**config.mk**
```make
export PLATFORM = sky130hd
export DESIGN_NAME = paged_block_pool_allocator
export DESIGN_NICKNAME = d
export VERILOG_FILES = /design/src/rtl/core/paba_pkg.sv /design/src/rtl/core/paged_block_pool_allocator.sv /design/src/rtl/core/paba_link_mem.sv /design/src/rtl/core/paba_page_div.sv /design/src/rtl/core/paba_page_cnt.sv
export SDC_FILE = /design/constraint.sdc
export NUM_CORES = 2
export LEC_CHECK = 0
export ABC_AREA = 1
export BUFFER_PORTS_ARGS = -buffer_cell sky130_fd_sc_hd__buf_2
export CELL_PAD_IN_SITES_DETAIL_PLACEMENT = 1
export CELL_PAD_IN_SITES_GLOBAL_PLACEMENT = 2
export CORE_UTILIZATION = 40
export DETAILED_ROUTE_END_ITERATION = 16
export PLACE_DENSITY_LB_ADDON = 0.1
export SETUP_SLACK_MARGIN = 0.05
export SLEW_MARGIN = 30
export SYNTH_ARGS = -nofsm -noshare
export SYNTH_HDL_FRONTEND = slang
export SYNTH_SLANG_ARGS = --single-unit
```
**constraint.sdc**
```tcl
create_clock -name clk -period 6.2 [get_ports clk]
set_input_delay 0.31 -clock clk [delete_from_list [all_inputs] [get_ports clk]]
set_output_delay 0.31 -clock clk [all_outputs]
set_load 0.005 [all_outputs]
```
**src/rtl/core/paba_pkg.sv**
```systemverilog
// Shared types and codes for the paged block pool allocator.
package paba_pkg;

	localparam int IDX_W  = 8;
	localparam int CNT_W  = 4;
	localparam int STAT_W = 2;

	localparam logic OP_ALLOC  = 1'b0;
	localparam logic OP_RETURN = 1'b1;

	typedef enum logic [STAT_W-1:0] {
		ST_OK         = 2'd0,
		ST_EXHAUSTED  = 2'd1,
		ST_BAD_RETURN = 2'd2
	} status_t;

	typedef enum logic [2:0] {
		K_POP,
		K_FRESH,
		K_RETURN,
		K_EXHAUST,
		K_BAD
	} kind_t;

	typedef struct packed {
		logic inc;
		logic dec;
	} cnt_ctrl_t;

endpackage

```
**src/rtl/core/paged_block_pool_allocator.sv**
```systemverilog
// Paged block pool allocator: LIFO free list, fresh-index fill, per-page in-use counts.
// A request is registered in the input stage, then done rises from the result register.
// A request is taken only while busy is low; busy is high in the cycle after each transfer
// while the registered link and taken reads are consumed and the state is updated.
// Reset (arst_n low) empties the free list, clears page counts and the fresh index at once;
// the link and taken memories are not cleared. The result receiver cannot stall.
module paged_block_pool_allocator #(
	parameter int BLOCKS_PER_PAGE = 10,
	parameter int MAX_PAGES       = 16
) (
	input  logic                        clk,
	input  logic                        arst_n,
	input  logic                        start,
	output logic                        busy,
	input  logic                        operation,
	input  logic [paba_pkg::IDX_W-1:0]  return_index,
	output logic                        done,
	output logic [paba_pkg::IDX_W-1:0]  block_index,
	output logic [paba_pkg::CNT_W-1:0]  page_in_use,
	output logic [paba_pkg::STAT_W-1:0] status
);

	localparam int TOTAL = BLOCKS_PER_PAGE * MAX_PAGES;
	localparam int AW    = (TOTAL > 1) ? $clog2(TOTAL) : 1;
	localparam int FW    = $clog2(TOTAL + 1);
	localparam int PW    = (MAX_PAGES > 1) ? $clog2(MAX_PAGES) : 1;

	// architectural state
	logic [AW-1:0]    stack_head_q;
	logic             stack_nonempty_q;
	logic [FW-1:0]    stack_depth_q;
	logic [FW-1:0]    fresh_next_q;
	logic             taken_mem [TOTAL];

	// input stage
	logic              valid_s1;
	paba_pkg::kind_t   kind_s1;
	logic [AW-1:0]     idx_s1;
	logic [PW-1:0]     page_s1;
	logic [paba_pkg::IDX_W-1:0] ridx_s1;
	logic              taken_s1;

	// result register
	logic                        done_q;
	logic [paba_pkg::IDX_W-1:0]  block_index_q;
	logic [paba_pkg::CNT_W-1:0]  page_in_use_q;
	logic [paba_pkg::STAT_W-1:0] status_q;

	logic              accept;
	paba_pkg::kind_t   kind_s0;
	paba_pkg::kind_t   kind_eff;
	logic [AW-1:0]     idx_s0;
	logic [PW-1:0]     page_s0;
	logic              ret_in_range;
	logic              taken_we;
	logic              taken_wdata;
	logic [AW-1:0]     link_rd;
	logic              mem_we;
	paba_pkg::cnt_ctrl_t cnt_ctrl;
	logic [paba_pkg::CNT_W-1:0] cnt_next;

	assign busy   = valid_s1;
	assign accept = start && !busy;

	// classify the request against the current state; the taken check follows in stage 1
	assign ret_in_range = (16'(return_index) < 16'(fresh_next_q));

	always_comb begin
		kind_s0 = paba_pkg::K_EXHAUST;
		idx_s0  = '0;
		if (operation == paba_pkg::OP_ALLOC) begin
			if (stack_nonempty_q) begin
				kind_s0 = paba_pkg::K_POP;
				idx_s0  = stack_head_q;
			end else if (fresh_next_q < FW'(TOTAL)) begin
				kind_s0 = paba_pkg::K_FRESH;
				idx_s0  = AW'(fresh_next_q);
			end
		end else if (ret_in_range) begin
			kind_s0 = paba_pkg::K_RETURN;
			idx_s0  = AW'(return_index);
		end else begin
			kind_s0 = paba_pkg::K_BAD;
		end
	end

	paba_page_div #(
		.BLOCKS_PER_PAGE(BLOCKS_PER_PAGE),
		.AW             (AW),
		.PW             (PW)
	) u_page_div (
		.idx (idx_s0),
		.page(page_s0)
	);

	always_ff @(posedge clk or negedge arst_n) begin
		if (!arst_n) begin
			valid_s1 <= 1'b0;
		end else begin
			valid_s1 <= accept;
		end
	end

	always_ff @(posedge clk) begin
		if (accept) begin
			kind_s1 <= kind_s0;
			idx_s1  <= idx_s0;
			page_s1 <= page_s0;
			ridx_s1 <= return_index;
		end
	end

	// a taken flag is read only below the fresh index, where it has always been written
	always_ff @(posedge clk) begin
		if (accept && (kind_s0 == paba_pkg::K_RETURN)) begin
			taken_s1 <= taken_mem[idx_s0];
		end
	end

	// drop a return of a block that is not out
	always_comb begin
		kind_eff = kind_s1;
		if ((kind_s1 == paba_pkg::K_RETURN) && !taken_s1) begin
			kind_eff = paba_pkg::K_BAD;
		end
	end

	assign taken_we = valid_s1 &&
		(kind_eff inside {paba_pkg::K_POP, paba_pkg::K_FRESH, paba_pkg::K_RETURN});
	assign taken_wdata = (kind_eff != paba_pkg::K_RETURN);

	always_ff @(posedge clk) begin
		if (taken_we) begin
			taken_mem[idx_s1] <= taken_wdata;
		end
	end

	// fetch the link below the head while the request sits in the input stage
	assign mem_we = valid_s1 && (kind_eff == paba_pkg::K_RETURN);

	paba_link_mem #(
		.DEPTH(TOTAL),
		.AW   (AW)
	) u_link_mem (
		.clk  (clk),
		.we   (mem_we),
		.waddr(idx_s1),
		.wdata(stack_head_q),
		.re   (accept),
		.raddr(stack_head_q),
		.rdata(link_rd)
	);

	assign cnt_ctrl.inc = valid_s1 &&
		((kind_eff == paba_pkg::K_POP) || (kind_eff == paba_pkg::K_FRESH));
	assign cnt_ctrl.dec = mem_we;

	paba_page_cnt #(
		.MAX_PAGES(MAX_PAGES),
		.PW       (PW)
	) u_page_cnt (
		.clk     (clk),
		.arst_n  (arst_n),
		.ctrl    (cnt_ctrl),
		.page    (page_s1),
		.cnt_next(cnt_next)
	);

	// update stage
	always_ff @(posedge clk or negedge arst_n) begin
		if (!arst_n) begin
			stack_head_q     <= '0;
			stack_nonempty_q <= 1'b0;
			stack_depth_q    <= '0;
			fresh_next_q     <= '0;
		end else if (valid_s1) begin
			case (kind_eff)
				paba_pkg::K_POP: begin
					stack_head_q     <= link_rd;
					stack_depth_q    <= stack_depth_q - FW'(1);
					stack_nonempty_q <= (stack_depth_q != FW'(1));
				end
				paba_pkg::K_FRESH: begin
					fresh_next_q <= fresh_next_q + FW'(1);
				end
				paba_pkg::K_RETURN: begin
					stack_head_q     <= idx_s1;
					stack_depth_q    <= stack_depth_q + FW'(1);
					stack_nonempty_q <= 1'b1;
				end
				default: begin
				end
			endcase
		end
	end

	always_ff @(posedge clk or negedge arst_n) begin
		if (!arst_n) begin
			done_q <= 1'b0;
		end else begin
			done_q <= valid_s1;
		end
	end

	always_ff @(posedge clk) begin
		if (valid_s1) begin
			case (kind_eff)
				paba_pkg::K_POP, paba_pkg::K_FRESH, paba_pkg::K_RETURN: begin
					block_index_q <= paba_pkg::IDX_W'(idx_s1);
					page_in_use_q <= cnt_next;
					status_q      <= paba_pkg::ST_OK;
				end
				paba_pkg::K_BAD: begin
					block_index_q <= ridx_s1;
					page_in_use_q <= '0;
					status_q      <= paba_pkg::ST_BAD_RETURN;
				end
				default: begin
					block_index_q <= '0;
					page_in_use_q <= '0;
					status_q      <= paba_pkg::ST_EXHAUSTED;
				end
			endcase
		end
	end

	assign done        = done_q;
	assign block_index = block_index_q;
	assign page_in_use = page_in_use_q;
	assign status      = status_q;

	// every transfer yields a result after the input stage and the result register
	a_result_follows: assert property (@(posedge clk) disable iff (!arst_n)
		(start && !busy) |-> ##2 done)
		else $error("result missing after transfer");

	a_single_pulse: assert property (@(posedge clk) disable iff (!arst_n)
		done |=> !done)
		else $error("result strobe held for two cycles");

	a_depth_flag: assert property (@(posedge clk) disable iff (!arst_n)
		stack_nonempty_q == (stack_depth_q != '0))
		else $error("free list flag disagrees with depth");

	a_exhaust_result: assert property (@(posedge clk) disable iff (!arst_n)
		(done && (status == paba_pkg::ST_EXHAUSTED)) |-> ((block_index == '0) &&
		(page_in_use == '0) && (fresh_next_q == FW'(TOTAL)) && !stack_nonempty_q))
		else $error("exhausted result with free blocks left");

endmodule

```
**src/rtl/core/paba_link_mem.sv**
```systemverilog
// Free-list link memory: one write port, one registered read port.
module paba_link_mem #(
	parameter int DEPTH = 160,
	parameter int AW    = 8
) (
	input  logic          clk,
	input  logic          we,
	input  logic [AW-1:0] waddr,
	input  logic [AW-1:0] wdata,
	input  logic          re,
	input  logic [AW-1:0] raddr,
	output logic [AW-1:0] rdata
);

	logic [AW-1:0] mem [DEPTH];
	logic [AW-1:0] rdata_q;

	always_ff @(posedge clk) begin
		if (we) begin
			mem[waddr] <= wdata;
		end
	end

	always_ff @(posedge clk) begin
		if (re) begin
			rdata_q <= mem[raddr];
		end
	end

	assign rdata = rdata_q;

endmodule

```
**src/rtl/core/paba_page_div.sv**
```systemverilog
// Block index to page number by reciprocal multiplication.
module paba_page_div #(
	parameter int BLOCKS_PER_PAGE = 10,
	parameter int AW              = 8,
	parameter int PW              = 4
) (
	input  logic [AW-1:0] idx,
	output logic [PW-1:0] page
);

	localparam int SHIFT = 16;
	localparam int RECIP = ((1 << SHIFT) + BLOCKS_PER_PAGE - 1) / BLOCKS_PER_PAGE;
	localparam int PROD_W = AW + SHIFT + 1;

	logic [PROD_W-1:0] prod;
	logic [PROD_W-1:0] quot;

	// exact for every index below 2**AW since the reciprocal error stays under one step
	assign prod = PROD_W'(idx) * PROD_W'(RECIP);
	assign quot = prod >> SHIFT;
	assign page = quot[PW-1:0];

endmodule

```
**src/rtl/core/paba_page_cnt.sv**
```systemverilog
// In-use counters, one per page, with increment and saturating decrement.
module paba_page_cnt #(
	parameter int MAX_PAGES = 16,
	parameter int PW        = 4
) (
	input  logic                    clk,
	input  logic                    arst_n,
	input  paba_pkg::cnt_ctrl_t     ctrl,
	input  logic [PW-1:0]           page,
	output logic [paba_pkg::CNT_W-1:0] cnt_next
);

	logic [paba_pkg::CNT_W-1:0] cnt_q [MAX_PAGES];
	logic [paba_pkg::CNT_W-1:0] cnt_cur;

	assign cnt_cur = cnt_q[page];

	always_comb begin
		cnt_next = cnt_cur;
		if (ctrl.inc) begin
			cnt_next = cnt_cur + paba_pkg::CNT_W'(1);
		end else if (ctrl.dec && (cnt_cur != '0)) begin
			cnt_next = cnt_cur - paba_pkg::CNT_W'(1);
		end
	end

	always_ff @(posedge clk or negedge arst_n) begin
		if (!arst_n) begin
			for (int i = 0; i < MAX_PAGES; i++) begin
				cnt_q[i] <= '0;
			end
		end else if (ctrl.inc || ctrl.dec) begin
			cnt_q[page] <= cnt_next;
		end
	end

endmodule

```
== Word level (Yosys, flattened, before mapping) ==
Memories as Yosys holds them, arrays and structs flattened. A register that Yosys moved wholly into a read port is not among the register bits.
Index checks and enable logic that the tools add are counted.

* Bitwise gates (word level): 1
* Muxes and demuxes: 26
* Shift-type cells: 0
* Add/sub/neg operators: 5
* Reductions and logical operators: 19
* Divide/modulo/power cells: 0
* Magnitude comparators: 4
* Multiply operators: 1
* Equality and inequality tests: 7

{| class="wikitable"
|+ Operators by type and width
! cell !! count
|-
| bitwise mux 64 bit || 1
|-
| case mux 8 bit (2 select lines) || 3
|-
| 2-to-1 mux 8 bit || 4
|-
| 2-to-1 mux 4 bit || 5
|-
| multiplier 8 x 12 -> 19 bit, second input constant || 1
|-
| adder 8 x 1 -> 8 bit, second input constant || 2
|-
| binary-select mux 4 bit (select 4 bit) || 1
|-
| demux 4 bit (select 4 bit) || 1
|-
| 2-to-1 mux 3 bit || 4
|-
| equality test 3 x 2 -> 1 bit, second input constant || 3
|-
| logical AND 1 bit || 8
|-
| < comparator 8 bit || 1
|-
| < comparator 8 bit, second input constant || 1
|-
| != test 8 x 1 -> 1 bit, second input constant || 1
|-
| subtractor 8 x 1 -> 8 bit, second input constant || 1
|-
| >= comparator 5 bit, second input constant || 1
|-
| < comparator 5 x 1 -> 1 bit, second input constant || 1
|-
| NOT 4 -> 5 bit || 1
|-
| adder 4 x 1 -> 4 bit, second input constant || 1
|-
| 2-to-1 mux 1 bit || 4
|-
| case mux 2 bit (2 select lines) || 1
|-
| AND reduction 2 bit || 2
|-
| nonzero test 4 bit || 1
|-
| subtractor 4 x 1 -> 4 bit, second input constant || 1
|-
| other kinds (11) || 13
|}

* Register bits after elaboration: 128
* Bits of input ports: 12
* Word-level logic and storage cells: 94
* Bits in latches: 0
* Memories: 2
* Output and inout bits: 16
* ROM bits: 0
* RAM bits: 1440

{| class="wikitable"
|+ Memories
! name !! depth !! bits a word !! read ports !! clocked after Yosys merged registers in !! write ports !! line !! RTL
|-
| u_link_mem.mem || 160 || 8 || 1 || 1 || 1 || paba_link_mem.sv:15 || <nowiki>logic [AW-1:0] mem [DEPTH];</nowiki>
|-
| taken_mem || 160 || 1 || 1 || 1 || 1 || paged_block_pool_allocator.sv:33 || <nowiki>logic taken_mem [TOTAL];</nowiki>
|}

== Logic depth before layout (Yosys ltp) ==
* Depth in word-level cells: 9
* Depth in mapped cells: 27
* Mapped depth without buffers: 27

== Modules after synthesis ==
From an unflattened synthesis, not the netlist that was laid out.

* Cell total of the unflattened synthesis: 6127
* Area total of the unflattened synthesis: 68281.7 sq um

{| class="wikitable"
|+ By module, submodules not included
! module !! area each (sq um) !! times used !! cells an instance !! seq. area each (sq um)
|-
| paba_link_mem || 52380.2 || 1 || 4298 || 38677.1
|-
| paged_block_pool_allocator || 10706.5 || 1 || 1084 || 6621.4
|-
| paba_page_cnt || 3684.8 || 1 || 536 || 1601.5
|-
| paba_page_div || 1510.2 || 1 || 209 || 0.0
|}

== Least setup slack after synthesis ==
No wires, ideal clock.

* Kind: register to register
* From: register stack_head_q[4]
* To: register page_s1[3], data pin
* Arrival time: 6154 ps
* Cell stages (with the launch flop): 17
* Slack: -211 ps
* Path buffers: 0
* Period minus slack after synthesis: 6411 ps
* Path through: dfrtp_1 -> inv_1 -> a21oi_1 -> nand3_1 -> a21oi_1 -> ha_1 -> inv_1 -> fa_1 -> fa_1 -> inv_1 -> fa_1 -> ha_1 -> a21oi_1 -> o21ai_0 -> a221oi_1 -> nand2_1 -> xor2_1

* Word-level cells in the longest chain between the ends: 3

{| class="wikitable"
|+ RTL lines
! element !! line !! RTL
|-
| start: declaration || paged_block_pool_allocator.sv:29 || <nowiki>logic [AW-1:0] stack_head_q;</nowiki>
|-
| start signal: assignment || paged_block_pool_allocator.sv:179 || <nowiki>stack_head_q <= link_rd;</nowiki>
|-
| start signal: assignment || paged_block_pool_allocator.sv:187 || <nowiki>stack_head_q <= idx_s1;</nowiki>
|-
| 2-to-1 mux 8 bit || paged_block_pool_allocator.sv:72 || <nowiki>if (stack_nonempty_q) begin</nowiki>
|-
| 2-to-1 mux 8 bit || paged_block_pool_allocator.sv:71 || <nowiki>if (operation == paba_pkg::OP_ALLOC) begin</nowiki>
|-
| via idx_s0[4] || paged_block_pool_allocator.sv:52 || <nowiki>logic [AW-1:0] idx_s0;</nowiki>
|-
| multiplier 8 x 12 -> 19 bit || paba_page_div.sv:19 || <nowiki>assign prod = PROD_W'(idx) * PROD_W'(RECIP);</nowiki>
|-
| via page_s0[3] || paged_block_pool_allocator.sv:53 || <nowiki>logic [PW-1:0] page_s0;</nowiki>
|-
| end signal: assignment || paged_block_pool_allocator.sv:108 || <nowiki>page_s1 <= page_s0;</nowiki>
|-
| end: declaration || paged_block_pool_allocator.sv:39 || <nowiki>logic [PW-1:0] page_s1;</nowiki>
|}

The timed path passes the listed nets, and every way through them passes these cells.
A chain may end at the register's enable or synchronous reset.

== Final worst setup path ==
* From: register fresh_next_q[5]
* To: register page_s1[0], data pin

* Word-level cells in the longest chain between the ends: 5

{| class="wikitable"
|+ RTL lines
! element !! line !! RTL
|-
| start: declaration || paged_block_pool_allocator.sv:32 || <nowiki>logic [FW-1:0] fresh_next_q;</nowiki>
|-
| start signal: assignment || paged_block_pool_allocator.sv:184 || <nowiki>fresh_next_q <= fresh_next_q + FW'(1);</nowiki>
|-
| < comparator 8 bit || paged_block_pool_allocator.sv:75 || <nowiki>end else if (fresh_next_q < FW'(TOTAL)) begin</nowiki>
|-
| 2-to-1 mux 8 bit || paged_block_pool_allocator.sv:75 ||
|-
| 2-to-1 mux 8 bit || paged_block_pool_allocator.sv:72 ||
|-
| 2-to-1 mux 8 bit * || paged_block_pool_allocator.sv:71 ||
|-
| via idx_s0[7] || paged_block_pool_allocator.sv:52 ||
|-
| multiplier 8 x 12 -> 19 bit * || paba_page_div.sv:19 ||
|-
| via page_s0[0] || paged_block_pool_allocator.sv:53 ||
|}

Mark *: on every way through the listed nets, which the timed path passes. The rest lies on a longest branch.

==> out/metrics.csv <==
stage;metric;value;unit
sta;tightest_slew;1190;ps
floorplanning;coreArea;165000;um2
worst_setup_path;reg2reg_slack;970;ps
synth;syn_area_per_cell;11.9;um2
floorplanning;die_w;409;um
worst_setup_path;cp-startpoint;fresh_next_q[5];
sta;finalCriticalPeriod;5230;ps
placed_design;dpl_worst_slack;976;ps
synth;synth_cells;5598;
sta;rsz0062_at_grt;no;
synth;ys_ff_latch;1577;
worst_setup_path;cp.buffers_inverters;4;
clock_tree;clk_pin_slew;60;ps
route;wirelength;204000;um
synth;syn_nets;5683;
worst_setup_path;cp-start-kind;register;
global_routing;antenna_found_initial;6;
placed_design;dpl.hpwl;120000;um
synth;synth_warnings;0;
floorplanning;ioPinCount;28;
worst_hold_path;holdPathEnd;ridx_s1[1];
clock_tree;cts-resized-gates;0;
pwr;ir_drop;440;uV
worst_setup_path;ff2ff_path_depth;22;
global_routing;grt_pass1_wl;303000;um
finish;finalNonFillerCells;7869;
sta;relSlewSlack;0.204;
sta;setup-violations-final;0;
floorplanning;die_h;409;um
worst_setup_path;critPathTopFamily;adder cells;
sta;maxSlewViolCount;0;
sta;finalCritPeriodShare;0.844;
clock_tree;clkSinkCount;1577;
sta;fmax;191;MHz
synth;synth_edf_count;1486;
synth;yosysUniqueCellTypes;52;
worst_hold_path;hp-start;return_index[1];
clock_tree;post_cts_buffers;0;
placed_design;place_inst;7532;
clock_tree;ctsHtreeMaxLevel;4;
pwr;power.density;450;nW/um2
worst_hold_path;hold_depth;2;
global_routing;grt_usage;0.241;
route;drc;0;
worst_setup_path;path_cells;inv_1 -> ha_1 -> a21oi_1 -> o21a_1 -> nand2_1 -> nand2_1 -> inv_1 -> nor3_1 -> ha_1 -> inv_1 -> fa_1 -> fa_1 -> fa_1 -> inv_1 -> ha_1 -> nand2_1 -> nand2_1 -> nand3_1 -> nand2_1 -> a31oi_1 -> o21ai_0 -> xor2_1;
clock_tree;cts_tree;done;
sta;setup_tns;0;ps
worst_setup_path;worst_path_max_delay_cell;nor3_1;
route;wire_per_inst;25.9;um
sta;finClkSkew;36.6;ps
route;drt_iter0_drc;3673;
clock_tree;clk_path_buf_depth;3;
synth;synth.cell_area;66300;um2
synth;synthTopCellsByArea;edfxtp_1 67%, nor2_1 6.8%, o21ai_0 6.4%;
global_routing;overflow;0;
finish;nNetsFinal;5619;
route;postRouteAntennaNets;0;
floorplanning;row_count;149;
synth;synth_common_cells;1486 x edfxtp_1, 1207 x nor2_1, 851 x o21ai_0;
placed_design;portBuffers;27;
worst_setup_path;cpPeakStageDelay;650;ps
finish;area_delta_synth_final;12.3;%
worst_setup_path;required;6760;ps
synth;synth_top_area_share;0.673;
global_routing;grt_pass1_vias;45100;
worst_setup_path;crit_fanout;6;
synth;synth_top_area_cell;edfxtp_1;
synth;ys.flop_type;edfxtp_1;
finish;drive_gt1_frac;0.0865;
clock_tree;clkLatencyLatePin;820;ps
floorplanning;dieArea;167000;um2
worst_setup_path;critical_path_class;register to register;
worst_setup_path;cp-end-kind;register;
run_status;status;finished clean;
clock_tree;clockRootBuffer;clkbuf_16;
finish;final_util;0.452;
worst_setup_path;crit-reg2reg-launch;fresh_next_q[5];
worst_setup_path;crit_path_frequent_cell;nand2_1;
route;vias;44200;
synth;yosysMostFrequentCell;edfxtp_1;
synth;ys_async_sr_fraction;0.0577;
floorplanning;start_util;0.403;
sta;hold_viol_final;0;
route;drtPass1Iterations;6;
flow_run;cap_violations;0;
sta;fin_ws;967;ps
placed_design;gp_congestion;0.794;
sta;timing.hold.ws;242;ps
worst_setup_path;reg2reg_to;page_s1[0];
worst_setup_path;arrival;5790;ps
clock_tree;numCtsBuffers;176;
global_routing;grt_max_degree;193;
worst_hold_path;min_path_type;primary input to register;
pwr;p_leak;24.4;nW
synth;seq_area_frac_synth;0.707;
clock_tree;holdBufCountCts;13;
route;via_per_inst;5.62;
## layout make-up
cell class	instances	area, um2
tap	2189	2740
clock buffer	226	4720
inverter	205	795
antenna	1	2.50
timing repair buffer	130	1220
sequential	1577	46900
fill	17100	90300
clock inverter	97	667
multi-input combinational	3444	17400
## registers in the layout, indices dropped and copies added (netlist names), 2 cells and up
| name | flops |
|---|---|
| page_in_use | 4 |
| kind_s1 | 3 |
| stack_depth_q | 8 |
| fresh_next_q | 8 |
| u_link_mem.rdata | 8 |
| stack_head_q | 8 |
| block_index | 8 |
| u_link_mem.mem | 1280 |
| taken_mem | 160 |
| idx_s1 | 8 |
| page_s1 | 4 |
| status | 2 |
| u_page_cnt.cnt_q | 64 |
| ridx_s1 | 8 |
## placed cells by master (no fill, tap or decap), drive strengths merged
| cell | count |
|---|---|
| buf | 118 |
| nand2 | 450 |
| dlygate4sd3 | 12 |
| nand4 | 6 |
| a22oi | 23 |
| edfxtp | 1486 |
| or2 | 11 |
| nor4 | 2 |
| xnor2 | 5 |
| o21bai | 7 |
| o211ai | 50 |
| o221ai | 62 |
| o311ai | 2 |
| nor3 | 15 |
| dfrtp | 91 |
| o22ai | 317 |
| o41ai | 1 |
| a31oi | 3 |
| clkbuf | 226 |
| inv | 206 |
| a221oi | 2 |
| a21o | 3 |
| nand3 | 203 |
| clkinvlp | 1 |
| o32ai | 17 |
| nand3b | 35 |
| bufinv | 6 |
| xor2 | 18 |
| o21ai | 880 |
| a32o | 7 |
| nor2 | 1208 |
| o31ai | 1 |
| a21oi | 42 |
| fa | 16 |
| ha | 57 |
| diode | 1 |
| o21a | 1 |
| clkinv | 89 |
## routing by layer
| metal | share of wire | vias up | GRT usage | wire [um] |
|---|---|---|---|---|
| li1 | - | 20200 | - | - |
| met1 | 0.47 | 22900 | 0.345 | 95400 |
| met2 | 0.47 | 862 | 0.389 | 96200 |
| met3 | 0.037 | 253 | 0.0278 | 7640 |
| met4 | 0.022 | 2 | 0.0657 | 4580 |
| met5 | 0.000064 | - | 0 | 13 |
## per-stage QoR
step / total power [W] / cell area, um2
after global placement: 0.0237 / 68800
after detailed placement: 0.0239 / 68900
after global routing: 0.0351 / 74500
after floorplan: 0.0197 / 66300
final: 0.0335 / 74500
after CTS: 0.0338 / 74400
## power breakdown
part | switching [W] | internal [W] | total, W
logic | 0.00775 | 0.00257 | 0.0103
registers | 0.000308 | 0.0130 | 0.0133
clock network | 0.00432 | 0.00561 | 0.00992
## worst reg2reg max path, cell delays in order (launching register included)
cell     delay, ps
dfrtp_1        450
inv_1           70
ha_1           290
a21oi_1        170
o21a_1         210
nand2_1         80
nand2_1         90
inv_1          100
nor3_1         650
ha_1           270
inv_1           50
fa_1           520
fa_1           440
fa_1           510
inv_1           40
ha_1           320
nand2_1         80
nand2_1         60
nand3_1         60
nand2_1         50
a31oi_1        130
o21ai_0        130
xor2_1         170
## worst max-delay path by stage
stage,cells past startpoint,to,slack [ps]
6_report,22,page_s1[0],970
5_1_grt,22,page_s1[0],610
4_1_cts,22,page_s1[0],960
3_5_place_dp,22,page_s1[0],980
3_3_place_gp,25,page_s1[0],1050
2_1_floorplan,15,page_s1[3],80
## cell families (layout without fill, tap and decap cells)
| family | after synthesis | in the layout | share of synthesized area |
|---|---|---|---|
| AO/OA/AOI/OAI | 1418 | 1418 | 0.123 |
| AND/OR/NAND/NOR | 1930 | 1930 | 0.117 |
| other | 0 | 1 | 0 |
| flip-flops | 1577 | 1577 | 0.707 |
| XOR/XNOR | 23 | 23 | 0.00304 |
| buffers and inverters | 577 | 658 | 0.0345 |
| adder cells (fa/ha/maj) | 73 | 73 | 0.0156 |
(Power assumes the default switching activity.)
